--- src/rtl/jsu_pkg.sv ---
// ----------------------------------------------------------------------------
// jsu_pkg
// Shared types and constants for the JSON string unescaper.
// ----------------------------------------------------------------------------
package jsu_pkg;

    // Decoder modes.
    typedef enum logic [2:0] {
        M_TEXT,
        M_ESC,
        M_HEX_HI,
        M_WANT_BS,
        M_WANT_U,
        M_HEX_LO
    } mode_t;

    // Status codes reported with the final result of a body.
    typedef enum logic [2:0] {
        E_OK       = 3'd0,
        E_DANGLING = 3'd1,
        E_SHORT_U  = 3'd2,
        E_BAD_HEX  = 3'd3,
        E_LONE_HI  = 3'd4,
        E_BAD_LOW  = 3'd5,
        E_LONE_LO  = 3'd6,
        E_BAD_ESC  = 3'd7
    } status_t;

    localparam logic [7:0] CH_BACKSLASH = 8'h5C;
    localparam logic [7:0] CH_QUOTE     = 8'h22;
    localparam logic [7:0] CH_SLASH     = 8'h2F;
    localparam logic [7:0] CH_B         = 8'h62;
    localparam logic [7:0] CH_F         = 8'h66;
    localparam logic [7:0] CH_N         = 8'h6E;
    localparam logic [7:0] CH_R         = 8'h72;
    localparam logic [7:0] CH_T         = 8'h74;
    localparam logic [7:0] CH_U         = 8'h75;

    // Top six bits of a high and of a low surrogate code unit.
    localparam logic [5:0] HI_SURR_TAG = 6'b110110;
    localparam logic [5:0] LO_SURR_TAG = 6'b110111;

    // One input transaction.
    typedef struct packed {
        logic [7:0] in_byte;
        logic       end_only;
        logic       is_last;
    } in_item_t;

    // One output transaction.
    typedef struct packed {
        logic [7:0] out_byte;
        logic       byte_valid;
        logic       end_of_body;
        logic [2:0] status;
    } out_item_t;

    // All results caused by one input item.
    typedef struct packed {
        logic [3:0][7:0] bytes;
        logic [1:0]      cnt_m1;
        logic            has_bytes;
        logic            end_flag;
        status_t         status;
    } bundle_t;

endpackage

--- src/rtl/jsu_stream_if.sv ---
// ----------------------------------------------------------------------------
// jsu_stream_if
// Valid/ready channel carrying one payload per transaction.
// ----------------------------------------------------------------------------
interface jsu_stream_if #(
    parameter type payload_t = logic
);
    logic     valid;
    logic     ready;
    payload_t payload;

    modport source (output valid, output payload, input ready);
    modport sink   (input valid, input payload, output ready);
endinterface

--- src/rtl/jsu_decode.sv ---
// ----------------------------------------------------------------------------
// jsu_decode
// Escape decoder state and single-pass decode of one input byte.
// ----------------------------------------------------------------------------
module jsu_decode (
    input  logic              clk,
    input  logic              rst_n,
    input  logic              take,
    input  jsu_pkg::in_item_t item,
    output logic              push,
    output jsu_pkg::bundle_t  bundle
);
    import jsu_pkg::*;

    typedef struct packed {
        logic [3:0][7:0] bytes;
        logic [2:0]      n;
    } utf8_t;

    typedef struct packed {
        logic       ok;
        logic [3:0] val;
    } hex_t;

    function automatic utf8_t utf8_encode(input logic [20:0] cp);
        utf8_t r;
        r.bytes = '0;
        if (cp[20:7] == 14'd0) begin
            r.n        = 3'd1;
            r.bytes[0] = {1'b0, cp[6:0]};
        end
        else if (cp[20:11] == 10'd0) begin
            r.n        = 3'd2;
            r.bytes[0] = {3'b110, cp[10:6]};
            r.bytes[1] = {2'b10, cp[5:0]};
        end
        else if (cp[20:16] == 5'd0) begin
            r.n        = 3'd3;
            r.bytes[0] = {4'b1110, cp[15:12]};
            r.bytes[1] = {2'b10, cp[11:6]};
            r.bytes[2] = {2'b10, cp[5:0]};
        end
        else begin
            r.n        = 3'd4;
            r.bytes[0] = {5'b11110, cp[20:18]};
            r.bytes[1] = {2'b10, cp[17:12]};
            r.bytes[2] = {2'b10, cp[11:6]};
            r.bytes[3] = {2'b10, cp[5:0]};
        end
        return r;
    endfunction

    function automatic hex_t hex_value(input logic [7:0] b);
        hex_t r;
        r.ok  = 1'b1;
        r.val = 4'd0;
        if (b >= 8'h30 && b <= 8'h39) begin
            r.val = 4'(b - 8'h30);
        end
        else if (b >= 8'h61 && b <= 8'h66) begin
            r.val = 4'(b - 8'h57);
        end
        else if (b >= 8'h41 && b <= 8'h46) begin
            r.val = 4'(b - 8'h37);
        end
        else begin
            r.ok = 1'b0;
        end
        return r;
    endfunction

    mode_t       mode_reg, mode_next;
    logic [1:0]  cnt_reg, cnt_next;
    logic [15:0] cu_reg, cu_next;
    logic [9:0]  hi_reg, hi_next;
    logic        bad_reg, bad_next;
    status_t     err_reg, err_next;

    hex_t        hv;
    logic [15:0] cu_shift;
    logic        bad_shift;
    utf8_t       enc;
    logic        last;
    status_t     final_status;

    always_comb
    begin
        mode_next = mode_reg;
        cnt_next  = cnt_reg;
        cu_next   = cu_reg;
        hi_next   = hi_reg;
        bad_next  = bad_reg;
        err_next  = err_reg;
        enc       = '0;
        hv        = hex_value(item.in_byte);
        cu_shift  = {cu_reg[11:0], hv.ok ? hv.val : 4'd0};
        bad_shift = bad_reg | ~hv.ok;
        last      = item.end_only | item.is_last;

        if (!item.end_only && err_reg == E_OK) begin
            unique case (mode_reg)
                M_TEXT:
                begin
                    if (item.in_byte == CH_BACKSLASH) begin
                        mode_next = M_ESC;
                    end
                    else begin
                        enc.n        = 3'd1;
                        enc.bytes[0] = item.in_byte;
                    end
                end
                M_ESC:
                begin
                    mode_next    = M_TEXT;
                    enc.n        = 3'd1;
                    case (item.in_byte)
                        CH_QUOTE:     enc.bytes[0] = CH_QUOTE;
                        CH_BACKSLASH: enc.bytes[0] = CH_BACKSLASH;
                        CH_SLASH:     enc.bytes[0] = CH_SLASH;
                        CH_B:         enc.bytes[0] = 8'h08;
                        CH_F:         enc.bytes[0] = 8'h0C;
                        CH_N:         enc.bytes[0] = 8'h0A;
                        CH_R:         enc.bytes[0] = 8'h0D;
                        CH_T:         enc.bytes[0] = 8'h09;
                        CH_U:
                        begin
                            enc.n     = 3'd0;
                            mode_next = M_HEX_HI;
                            cnt_next  = 2'd0;
                            cu_next   = 16'd0;
                            bad_next  = 1'b0;
                        end
                        default:
                        begin
                            enc.n    = 3'd0;
                            err_next = E_BAD_ESC;
                        end
                    endcase
                end
                M_HEX_HI, M_HEX_LO:
                begin
                    cu_next  = cu_shift;
                    bad_next = bad_shift;
                    cnt_next = cnt_reg + 2'd1;
                    // The fourth hex position completes the code unit.
                    if (cnt_reg == 2'd3) begin
                        if (bad_shift) begin
                            err_next = E_BAD_HEX;
                        end
                        else if (mode_reg == M_HEX_HI) begin
                            if (cu_shift[15:10] == HI_SURR_TAG) begin
                                hi_next   = cu_shift[9:0];
                                mode_next = M_WANT_BS;
                            end
                            else if (cu_shift[15:10] == LO_SURR_TAG) begin
                                err_next = E_LONE_LO;
                            end
                            else begin
                                enc       = utf8_encode({5'd0, cu_shift});
                                mode_next = M_TEXT;
                            end
                        end
                        else if (cu_shift[15:10] != LO_SURR_TAG) begin
                            err_next = E_BAD_LOW;
                        end
                        else begin
                            // 0x10000 + (high << 10) + low bits.
                            enc = utf8_encode({11'(hi_reg) + 11'd64, cu_shift[9:0]});
                            mode_next = M_TEXT;
                        end
                    end
                end
                M_WANT_BS:
                begin
                    if (item.in_byte == CH_BACKSLASH) begin
                        mode_next = M_WANT_U;
                    end
                    else begin
                        err_next = E_LONE_HI;
                    end
                end
                M_WANT_U:
                begin
                    if (item.in_byte == CH_U) begin
                        mode_next = M_HEX_LO;
                        cnt_next  = 2'd0;
                        cu_next   = 16'd0;
                        bad_next  = 1'b0;
                    end
                    else begin
                        err_next = E_LONE_HI;
                    end
                end
                default:
                begin
                    mode_next = M_TEXT;
                end
            endcase
        end

        // A body that ends mid-escape reports the kind of escape left open.
        if (err_next != E_OK) begin
            final_status = err_next;
        end
        else begin
            case (mode_next)
                M_ESC:                        final_status = E_DANGLING;
                M_HEX_HI:                     final_status = E_SHORT_U;
                M_WANT_BS, M_WANT_U, M_HEX_LO: final_status = E_LONE_HI;
                default:                      final_status = E_OK;
            endcase
        end

        if (last) begin
            mode_next = M_TEXT;
            cnt_next  = 2'd0;
            cu_next   = 16'd0;
            hi_next   = 10'd0;
            bad_next  = 1'b0;
            err_next  = E_OK;
        end

        bundle.bytes     = enc.bytes;
        bundle.has_bytes = (enc.n != 3'd0);
        bundle.cnt_m1    = bundle.has_bytes ? 2'(enc.n - 3'd1) : 2'd0;
        bundle.end_flag  = last;
        bundle.status    = last ? final_status : E_OK;
        push             = take & (bundle.has_bytes | last);
    end

    always_ff @(posedge clk or negedge rst_n)
    begin
        if (!rst_n) begin
            mode_reg <= M_TEXT;
            cnt_reg  <= 2'd0;
            cu_reg   <= 16'd0;
            hi_reg   <= 10'd0;
            bad_reg  <= 1'b0;
            err_reg  <= E_OK;
        end
        else if (take) begin
            mode_reg <= mode_next;
            cnt_reg  <= cnt_next;
            cu_reg   <= cu_next;
            hi_reg   <= hi_next;
            bad_reg  <= bad_next;
            err_reg  <= err_next;
        end
    end

endmodule

--- src/rtl/jsu_result_queue.sv ---
// ----------------------------------------------------------------------------
// jsu_result_queue
// Two-entry queue of result groups, sent out one byte per transaction.
// ----------------------------------------------------------------------------
module jsu_result_queue (
    input  logic               clk,
    input  logic               rst_n,
    input  logic               push,
    input  jsu_pkg::bundle_t   bundle,
    output logic               can_push,
    output logic               out_valid,
    input  logic               out_ready,
    output jsu_pkg::out_item_t out_item
);
    import jsu_pkg::*;

    bundle_t    slot_reg [2];
    logic       wr_ptr_reg, wr_ptr_next;
    logic       rd_ptr_reg, rd_ptr_next;
    logic [1:0] count_reg, count_next;
    logic [1:0] idx_reg, idx_next;

    bundle_t    head;
    logic       at_tail;
    logic       pop;

    always_comb
    begin
        head      = slot_reg[rd_ptr_reg];
        at_tail   = (idx_reg == head.cnt_m1);
        out_valid = (count_reg != 2'd0);
        can_push  = (count_reg != 2'd2);
        pop       = out_valid & out_ready & at_tail;

        out_item.out_byte    = head.bytes[idx_reg];
        out_item.byte_valid  = head.has_bytes;
        out_item.end_of_body = head.end_flag & at_tail;
        out_item.status      = (head.end_flag & at_tail) ? head.status : E_OK;

        wr_ptr_next = push ? ~wr_ptr_reg : wr_ptr_reg;
        rd_ptr_next = pop ? ~rd_ptr_reg : rd_ptr_reg;

        idx_next = idx_reg;
        if (out_valid && out_ready) begin
            idx_next = at_tail ? 2'd0 : idx_reg + 2'd1;
        end

        case ({push, pop})
            2'b10:   count_next = count_reg + 2'd1;
            2'b01:   count_next = count_reg - 2'd1;
            default: count_next = count_reg;
        endcase
    end

    always_ff @(posedge clk or negedge rst_n)
    begin
        if (!rst_n) begin
            wr_ptr_reg <= 1'b0;
            rd_ptr_reg <= 1'b0;
            count_reg  <= 2'd0;
            idx_reg    <= 2'd0;
        end
        else begin
            wr_ptr_reg <= wr_ptr_next;
            rd_ptr_reg <= rd_ptr_next;
            count_reg  <= count_next;
            idx_reg    <= idx_next;
        end
    end

    always_ff @(posedge clk)
    begin
        if (push) begin
            slot_reg[wr_ptr_reg] <= bundle;
        end
    end

endmodule

--- src/rtl/json_string_unescaper.sv ---
// Each result is registered in the result queue before it is sent out.
// Throughput: one input byte per cycle while the result queue has room; an
// item that decodes to N bytes (N up to 4, from a completed \u escape) is
// sent out as N output transactions, and a full two-entry queue stalls input.
// Reset: asynchronous, active low; the decoder returns to plain text mode
// with no error latched and the result queue is emptied.
// ----------------------------------------------------------------------------
// json_string_unescaper
// Decodes the escapes of a JSON string body into raw bytes and UTF-8.
// ----------------------------------------------------------------------------
module json_string_unescaper (
    input  logic         clk,
    input  logic         rst_n,
    jsu_stream_if.sink   byte_stream,
    jsu_stream_if.source result_stream
);
    import jsu_pkg::*;

    // Each accepted input transaction is decoded in a single pass against the
    // decoder state. All results it causes (zero to four bytes, plus an empty
    // closing result when the body ends without a byte) form one group that
    // is written into a two-entry queue. The queue hands out one output
    // transaction per ready cycle, marking the last result of a body with
    // end_of_body and the status. With two entries, a new input transaction
    // is taken while a finished group still waits for the consumer.

    in_item_t  item;
    logic      take;
    logic      push;
    logic      can_push;
    bundle_t   bundle;
    out_item_t out_item;

    assign item              = byte_stream.payload;
    assign byte_stream.ready = can_push;
    assign take              = byte_stream.valid & can_push;

    jsu_decode u_decode (
        .clk    (clk),
        .rst_n  (rst_n),
        .take   (take),
        .item   (item),
        .push   (push),
        .bundle (bundle)
    );

    jsu_result_queue u_queue (
        .clk       (clk),
        .rst_n     (rst_n),
        .push      (push),
        .bundle    (bundle),
        .can_push  (can_push),
        .out_valid (result_stream.valid),
        .out_ready (result_stream.ready),
        .out_item  (out_item)
    );

    assign result_stream.payload = out_item;

endmodule
--- src/flat_wrapper.sv ---
// flat-port wrapper written by rule: the top's interface ports become plain ports
module json_string_unescaper_flat import jsu_pkg::*;
  (clk, rst_n, byte_stream_valid, byte_stream_payload, byte_stream_ready, result_stream_valid, result_stream_payload, result_stream_ready);
  jsu_stream_if byte_stream_i ();
  jsu_stream_if result_stream_i ();
  input  logic clk;
  input  logic rst_n;
  input wire logic [$bits(byte_stream_i.valid)-1:0] byte_stream_valid;
  input wire logic [$bits(byte_stream_i.payload)-1:0] byte_stream_payload;
  output wire logic [$bits(byte_stream_i.ready)-1:0] byte_stream_ready;
  output wire logic [$bits(result_stream_i.valid)-1:0] result_stream_valid;
  output wire logic [$bits(result_stream_i.payload)-1:0] result_stream_payload;
  input wire logic [$bits(result_stream_i.ready)-1:0] result_stream_ready;
  assign byte_stream_i.valid = byte_stream_valid;
  assign byte_stream_i.payload = byte_stream_payload;
  assign byte_stream_ready = byte_stream_i.ready;
  assign result_stream_valid = result_stream_i.valid;
  assign result_stream_payload = result_stream_i.payload;
  assign result_stream_i.ready = result_stream_ready;
  json_string_unescaper u_core (.clk(clk), .rst_n(rst_n), .byte_stream(byte_stream_i), .result_stream(result_stream_i));
endmodule
--- config.mk ---
export PLATFORM = sky130hd
export DESIGN_NAME = json_string_unescaper_flat
export DESIGN_NICKNAME = d
export VERILOG_FILES = /design/src/rtl/jsu_pkg.sv /design/src/rtl/jsu_stream_if.sv /design/src/rtl/jsu_decode.sv /design/src/rtl/jsu_result_queue.sv /design/src/rtl/json_string_unescaper.sv /design/src/flat_wrapper.sv
export SDC_FILE = /design/constraint.sdc
export NUM_CORES = 1
export LEC_CHECK = 0
export BUFFER_PORTS_ARGS = -buffer_cell sky130_fd_sc_hd__buf_2
export CAP_MARGIN = 5
export CORE_ASPECT_RATIO = 1.2
export CORE_MARGIN = 2
export CORE_UTILIZATION = 50
export DETAILED_ROUTE_END_ITERATION = 12
export GPL_ROUTABILITY_DRIVEN = 0
export PLACE_DENSITY = 0.74
export SYNTH_ARGS = -nofsm -noshare
export SYNTH_HDL_FRONTEND = slang
export SYNTH_HIERARCHICAL = 1
export SYNTH_SLANG_ARGS = --single-unit
--- constraint.sdc ---
create_clock -name clk -period 5 [get_ports clk]
set_input_delay 1.5 -clock clk [delete_from_list [all_inputs] [get_ports clk]]
set_output_delay 1.5 -clock clk [all_outputs]
set_load 0.01 [all_outputs]
==> impl_metrics.prom, run 1 <==
# TYPE chip_impl_metric gauge
chip_impl_metric{name="clk_latency",unit="ps"} 290
chip_impl_metric{name="cts-resized-gates",unit=""} 0
chip_impl_metric{name="floorplan.die_area",unit="sq um"} 6797
chip_impl_metric{name="finalWirelength",unit="mm"} 6.524
chip_impl_metric{name="cp.buffers_inverters",unit=""} 1
chip_impl_metric{name="critPathMaxFanout",unit=""} 5
chip_impl_metric{name="post_drt_via_cell_ratio",unit=""} 5.684
chip_impl_metric{name="place_worst_setup_slack",unit="ps"} 1738
chip_impl_metric{name="number_of_synthesis_warnings",unit=""} 6
chip_impl_metric{name="antennaDiodeCount",unit=""} 0
chip_impl_info{name="cts_tree",value="built"} 1
chip_impl_metric{name="pin_count",unit=""} 8
chip_impl_metric{name="cellLeakagePower",unit="nW"} 1.397
chip_impl_metric{name="floorplan.rows",unit=""} 31
chip_impl_metric{name="cts-buffers-inserted",unit=""} 5
chip_impl_info{name="setup_repair_after_global_routing_missed_its_margin",value="false"} 1
chip_impl_metric{name="ant_nets",unit=""} 0
chip_impl_info{name="timing_worst_setup_path_type",value="reg2out"} 1
chip_impl_info{name="layout.cells.most_common",value="conb_1"} 1
chip_impl_metric{name="pre_repair_dr_iteration_count",unit=""} 5
chip_impl_metric{name="num_vias",unit=""} 2535
chip_impl_metric{name="track_usage",unit="%"} 20.88
chip_impl_info{name="timing.hold.worst.class",value="reg2reg"} 1
chip_impl_metric{name="core-area",unit="sq um"} 5973
chip_impl_metric{name="flow.area_growth_from_synthesis",unit="%"} 8.177
chip_impl_metric{name="first_global_vias",unit=""} 2431
chip_impl_metric{name="max_freq",unit="GHz"} 0.2932
chip_impl_metric{name="worst_pin_slew",unit="ps"} 910.5
chip_impl_metric{name="avgSynthCellArea",unit="sq um"} 8.993
chip_impl_metric{name="post-cts-setup-buffer-count",unit=""} 0
chip_impl_metric{name="r2r_slack",unit="ps"} 2300
chip_impl_metric{name="ctsHoldBuffers",unit=""} 0
chip_impl_metric{name="critical_path_cell_count",unit=""} 5
chip_impl_info{name="critical_path.endpoint",value="result_stream_payload"} 1
chip_impl_metric{name="die-width",unit="microns"} 75.60
chip_impl_info{name="r2r-end",value="u_core/u_decode/cnt_reg[1]"} 1
chip_impl_metric{name="num-nets-final",unit=""} 375
chip_impl_metric{name="clock-sinks",unit=""} 45
chip_impl_metric{name="drive_gt1_share",unit="%"} 11.81
chip_impl_metric{name="worst-endpoint-required",unit="ps"} 3500
chip_impl_metric{name="cell_area_after_technology_mapping",unit="sq um"} 3075
chip_impl_info{name="critical_path.startpoint_type",value="flip-flop"} 1
chip_impl_metric{name="post_layout_minimum_cycle_time",unit="ps"} 3411
chip_impl_info{name="critical_path.startpoint",value="u_core/u_queue/rd_ptr_reg"} 1
chip_impl_info{name="status",value="completed"} 1
chip_impl_metric{name="maxSlewViolCount",unit=""} 0
chip_impl_metric{name="rel_slew_slack",unit="%"} 39.17
chip_impl_metric{name="final.setup_skew",unit="ps"} 9.241
chip_impl_info{name="cts-root-buf",value="clkbuf_8"} 1
chip_impl_metric{name="drc",unit=""} 0
chip_impl_info{name="timing.critical_path.max_delay_family",value="flip-flops"} 1
chip_impl_metric{name="worstPathArrival",unit="ps"} 1910
chip_impl_metric{name="timing.max_cap.violations",unit=""} 0
chip_impl_metric{name="dr.first_iter.drc_count",unit=""} 194
chip_impl_metric{name="grt-ovfl-total",unit=""} 0
chip_impl_metric{name="synthCells",unit=""} 342
chip_impl_metric{name="timing.final.setup_violations",unit=""} 0
chip_impl_metric{name="largest_net_degree_at_the_start_of_global_routing",unit=""} 38
chip_impl_info{name="commonest_cells_after_routing_fill_and_taps_aside",value="conb_1, dfrtp_1, nand2_1"} 1
chip_impl_metric{name="initial_core_util",unit="%"} 51.49
chip_impl_metric{name="period_share",unit="%"} 68.21
chip_impl_info{name="critical_register_to_register_path_startpoint",value="u_core/u_decode/mode_reg[0]"} 1
chip_impl_info{name="worst_setup_path_end_kind",value="output port"} 1
chip_impl_metric{name="worst_setup_hold_path_clk_slew",unit="ps"} 80
chip_impl_metric{name="grt_first_pass_wirelength",unit="mm"} 11.14
chip_impl_info{name="critical_path.slowest_cell",value="dfrtp_1"} 1
chip_impl_metric{name="final.setup.tns",unit="ps"} 0
chip_impl_metric{name="r2r_cells",unit=""} 5
chip_impl_metric{name="die_height",unit="microns"} 89.92
chip_impl_metric{name="vdd_drop_max",unit="uV"} 139.4
chip_impl_metric{name="port_buffers",unit=""} 7
chip_impl_metric{name="largest_reg_flops",unit=""} 12
chip_impl_metric{name="cpPeakStageDelay",unit="ps"} 490
chip_impl_metric{name="place_hpwl",unit="mm"} 4.964
chip_impl_metric{name="drt-wirelength-per-cell",unit="microns"} 14.63
chip_impl_metric{name="p_per_area",unit="nW/um^2"} 279.0
chip_impl_metric{name="postLayoutSetupSlackWorst",unit="ps"} 1589
chip_impl_metric{name="timing.final.hold_violations",unit=""} 0
chip_impl_metric{name="max_root_sink_buffers",unit=""} 2
chip_impl_metric{name="htree_num_levels",unit=""} 2
chip_impl_metric{name="grt_antenna_before_repair",unit=""} 0
chip_impl_info{name="cp_cell_sequence",value="mux2_4 > xor2_2 > or3_4 > nor2_1 > buf_2"} 1
chip_impl_metric{name="final_core_utilization",unit="%"} 55.70
how the worst min path moves through the flow:
stage                                    from                        end  slack (ps)  cells after the start
floorplan           u_core/u_decode/hi_reg[2]  u_core/u_decode/hi_reg[2]         440                      2
global placement    u_core/u_decode/hi_reg[0]  u_core/u_decode/hi_reg[0]         460                      2
detailed placement  u_core/u_decode/hi_reg[0]  u_core/u_decode/hi_reg[0]         460                      2
CTS                 u_core/u_decode/hi_reg[0]  u_core/u_decode/hi_reg[0]         490                      2
global route        u_core/u_queue/wr_ptr_reg  u_core/u_queue/wr_ptr_reg         510                      1
finish              u_core/u_decode/hi_reg[3]  u_core/u_decode/hi_reg[3]         490                      2
worst register-to-register path, cell delays in order (launching register included):
cell and delay [ps]:
dfrtp_1 570, nor3b_1 830, a21oi_1 90, o21ai_0 370, nand2_1 380, a22o_1 360
area by class of cell:
cell class                 count  area (sq um)
clock buffer                   7         96.34
sequential                    45          1166
multi-input combinational    288          1854
timing repair buffer           9         50.05
tap                           82         102.6
fill                         584          2646
inverter                      14         52.55
clock inverter                 1         5.005
layer usage:
metal,wire length [microns],global-route usage (%)
met1,2734,25.85
met2,3345,35.36
met3,298,2.915
met4,145,8.626
met5,0,0
stage by stage:
step	hold WS [ps]	std cells	power (mW)	instance area, sq um
2_1_floorplan	439.8	383	0.6602	3229
3_3_place_gp	462.1	438	0.6848	3226
3_5_place_dp	462.8	438	0.6936	3226
4_1_cts	490.6	446	0.9318	3327
5_1_grt	510.0	446	0.9827	3327
6_report	491.7	446	0.9282	3327
report_power, final:
part,switching (mW),total (mW),internal (mW)
clock network,0.114,0.239,0.125
logic,0.137,0.236,0.0988
registers,0.0385,0.454,0.415
total,0.289,0.928,0.639
(Power assumes the default switching activity.)
==> inputs of run 2 (changes only) <==
- ABC_AREA: unset -> 1
- PLACE_DENSITY: 0.74 -> 0.76
- clock period: 5 -> 2.8 ns (I/O delays scaled with it)
==> impl_metrics.prom, run 2 <==
# TYPE chip_impl_metric gauge
chip_impl_metric{name="critPathMaxFanout",unit=""} 6
chip_impl_metric{name="worst_pin_slew",unit="ps"} 829.9
chip_impl_metric{name="timing.max_cap.violations",unit=""} 0
chip_impl_info{name="layout.cells.most_common",value="nand2_1"} 1
chip_impl_metric{name="maxSlewViolCount",unit=""} 0
chip_impl_metric{name="period_share",unit="%"} 85.23
chip_impl_metric{name="drt-wirelength-per-cell",unit="microns"} 11.62
chip_impl_info{name="setup_repair_after_global_routing_missed_its_margin",value="false"} 1
chip_impl_metric{name="max_root_sink_buffers",unit=""} 2
chip_impl_info{name="timing_worst_setup_path_type",value="reg2reg"} 1
chip_impl_metric{name="cp.buffers_inverters",unit=""} 5
chip_impl_metric{name="pin_count",unit=""} 8
chip_impl_metric{name="max_freq",unit="GHz"} 0.4191
chip_impl_metric{name="die-width",unit="microns"} 78.20
chip_impl_metric{name="drive_gt1_share",unit="%"} 14.96
chip_impl_metric{name="clock-sinks",unit=""} 45
chip_impl_metric{name="cts-buffers-inserted",unit=""} 5
chip_impl_metric{name="rel_slew_slack",unit="%"} 44.67
chip_impl_info{name="cts_tree",value="built"} 1
chip_impl_info{name="critical_path.startpoint_type",value="flip-flop"} 1
chip_impl_metric{name="floorplan.die_area",unit="sq um"} 7275
chip_impl_metric{name="dr.first_iter.drc_count",unit=""} 180
chip_impl_metric{name="cell_area_after_technology_mapping",unit="sq um"} 3303
chip_impl_metric{name="num-nets-final",unit=""} 499
chip_impl_metric{name="design_power_total",unit="mW"} 1.819
chip_impl_metric{name="timing.final.setup_violations",unit=""} 0
chip_impl_metric{name="first_global_vias",unit=""} 2807
chip_impl_metric{name="ctsHoldBuffers",unit=""} 0
chip_impl_info{name="timing.critical_path.max_delay_family",value="simple AND/OR/NAND/NOR gates"} 1
chip_impl_metric{name="antennaDiodeCount",unit=""} 0
chip_impl_metric{name="post_layout_minimum_cycle_time",unit="ps"} 2386
chip_impl_metric{name="postLayoutSetupSlackWorst",unit="ps"} 413.7
chip_impl_metric{name="initial_core_util",unit="%"} 51.56
chip_impl_metric{name="final.setup.tns",unit="ps"} 0
chip_impl_metric{name="avgSynthCellArea",unit="sq um"} 7.181
chip_impl_info{name="cp_cell_sequence",value="inv_2 > nand2_2 > nor2_2 > inv_1 > nor2_1 > inv_1 > nand2_1 > nor2_1 > nand2_1 > nand2_1 > nand4_1 > nand2_1 > inv_1 > inv_1 > ha_1 > a21oi_1 > o21ai_0 > xor2_1"} 1
chip_impl_metric{name="num_vias",unit=""} 2845
chip_impl_info{name="timing.hold.worst.class",value="reg2reg"} 1
chip_impl_metric{name="port_buffers",unit=""} 7
chip_impl_metric{name="r2r_slack",unit="ps"} 410
chip_impl_metric{name="vdd_drop_max",unit="uV"} 257.1
chip_impl_info{name="cts-root-buf",value="clkbuf_8"} 1
chip_impl_metric{name="number_of_cells_on_the_worst_hold_path",unit=""} 1
chip_impl_info{name="worst_setup_path_end_kind",value="flip-flop"} 1
chip_impl_metric{name="post_drt_via_cell_ratio",unit=""} 4.965
chip_impl_metric{name="critical_path_cell_count",unit=""} 18
chip_impl_metric{name="worst-endpoint-required",unit="ps"} 2980
chip_impl_metric{name="place_worst_setup_slack",unit="ps"} 434.1
chip_impl_metric{name="number_of_synthesis_warnings",unit=""} 6
chip_impl_metric{name="synthCells",unit=""} 460
chip_impl_metric{name="timing.final.hold_violations",unit=""} 0
chip_impl_info{name="status",value="completed"} 1
chip_impl_info{name="critical_path.startpoint",value="u_core/u_decode/mode_reg[2]"} 1
chip_impl_info{name="r2r-end",value="u_core/u_queue/count_reg[1]"} 1
chip_impl_info{name="commonest_cells_after_routing_fill_and_taps_aside",value="nand2_1, inv_1, nand3_1, dfrtp_1, nor2_1"} 1
chip_impl_metric{name="track_usage",unit="%"} 20.39
chip_impl_metric{name="core-area",unit="sq um"} 6406
chip_impl_info{name="critical_path.slowest_cell",value="dfrtp_1"} 1
chip_impl_metric{name="die_height",unit="microns"} 93.04
chip_impl_metric{name="finalWirelength",unit="mm"} 6.656
chip_impl_metric{name="grt_first_pass_wirelength",unit="mm"} 12.01
chip_impl_metric{name="worstPathArrival",unit="ps"} 2570
chip_impl_metric{name="place_hpwl",unit="mm"} 5.153
chip_impl_metric{name="flow.area_growth_from_synthesis",unit="%"} 7.008
chip_impl_info{name="critical_path.endpoint",value="u_core/u_queue/count_reg[1]"} 1
chip_impl_metric{name="largest_net_degree_at_the_start_of_global_routing",unit=""} 38
chip_impl_metric{name="r2r_cells",unit=""} 18
chip_impl_metric{name="post-cts-setup-buffer-count",unit=""} 0
chip_impl_metric{name="grt-ovfl-total",unit=""} 0
chip_impl_metric{name="cpPeakStageDelay",unit="ps"} 470
chip_impl_metric{name="final_area",unit="sq um"} 3535
chip_impl_metric{name="ant_nets",unit=""} 0
chip_impl_metric{name="drc",unit=""} 0
chip_impl_metric{name="pre_repair_dr_iteration_count",unit=""} 5
chip_impl_metric{name="cell_area_after_placement",unit="sq um"} 3438
chip_impl_metric{name="worst_setup_hold_path_clk_slew",unit="ps"} 90
chip_impl_metric{name="final.setup_skew",unit="ps"} 7.574
chip_impl_metric{name="cellLeakagePower",unit="nW"} 1.737
chip_impl_info{name="critical_register_to_register_path_startpoint",value="u_core/u_decode/mode_reg[2]"} 1
chip_impl_metric{name="grt_antenna_before_repair",unit=""} 0
chip_impl_metric{name="cts-resized-gates",unit=""} 0
chip_impl_metric{name="htree_num_levels",unit=""} 2
chip_impl_metric{name="largest_reg_flops",unit=""} 12
chip_impl_metric{name="floorplan.rows",unit=""} 32
chip_impl_metric{name="p_per_area",unit="nW/um^2"} 514.7
chip_impl_metric{name="final_core_utilization",unit="%"} 55.18
chip_impl_metric{name="clk_latency",unit="ps"} 290
[run 2: area by class of cell]
cell class	instances	area, sq um
Clock buffer	6	82.58
Clock inverter	2	13.76
Fill cell	610	2872
Inverter	100	376.6
Multi-Input combinational cell	326	1739
Sequential cell	45	1166
Tap cell	85	106.4
Timing Repair Buffer	9	50.05
[run 2: through the flow]
step	cells	hold WS [ps]
after global routing	573	529.2
final	573	510.1
after detailed placement	565	496.5
after global placement	565	482.5
after CTS	573	508.2
after floorplan	491	457.0
[run 2: worst min-delay path by stage]
stage	start	endpoint	slack, ps
6_report	u_core/u_queue/wr_ptr_reg	u_core/u_queue/wr_ptr_reg	510
5_1_grt	u_core/u_queue/wr_ptr_reg	u_core/u_queue/wr_ptr_reg	530
4_1_cts	u_core/u_queue/wr_ptr_reg	u_core/u_queue/wr_ptr_reg	510
3_5_place_dp	u_core/u_queue/wr_ptr_reg	u_core/u_queue/wr_ptr_reg	500
3_3_place_gp	u_core/u_queue/wr_ptr_reg	u_core/u_queue/wr_ptr_reg	480
2_1_floorplan	u_core/u_decode/cnt_reg[1]	u_core/u_decode/cnt_reg[1]	460
[run 2: per-layer routing]
metal	GRT usage, %	vias to the layer above	share of wire, %
met1	24.98	1309	44
li1	-	1463	-
met3	2.799	8	4.4
met4	6.871	0	1.1
met5	0	-	0
met2	36.71	65	51
[run 2: report_power, final]
group / switching (mW) / leakage (nW) / total, mW / internal [mW]
clock: 0.218 / 0.0512 / 0.418 / 0.200
combinational: 0.372 / 1.11 / 0.558 / 0.185
sequential: 0.0746 / 0.575 / 0.844 / 0.769
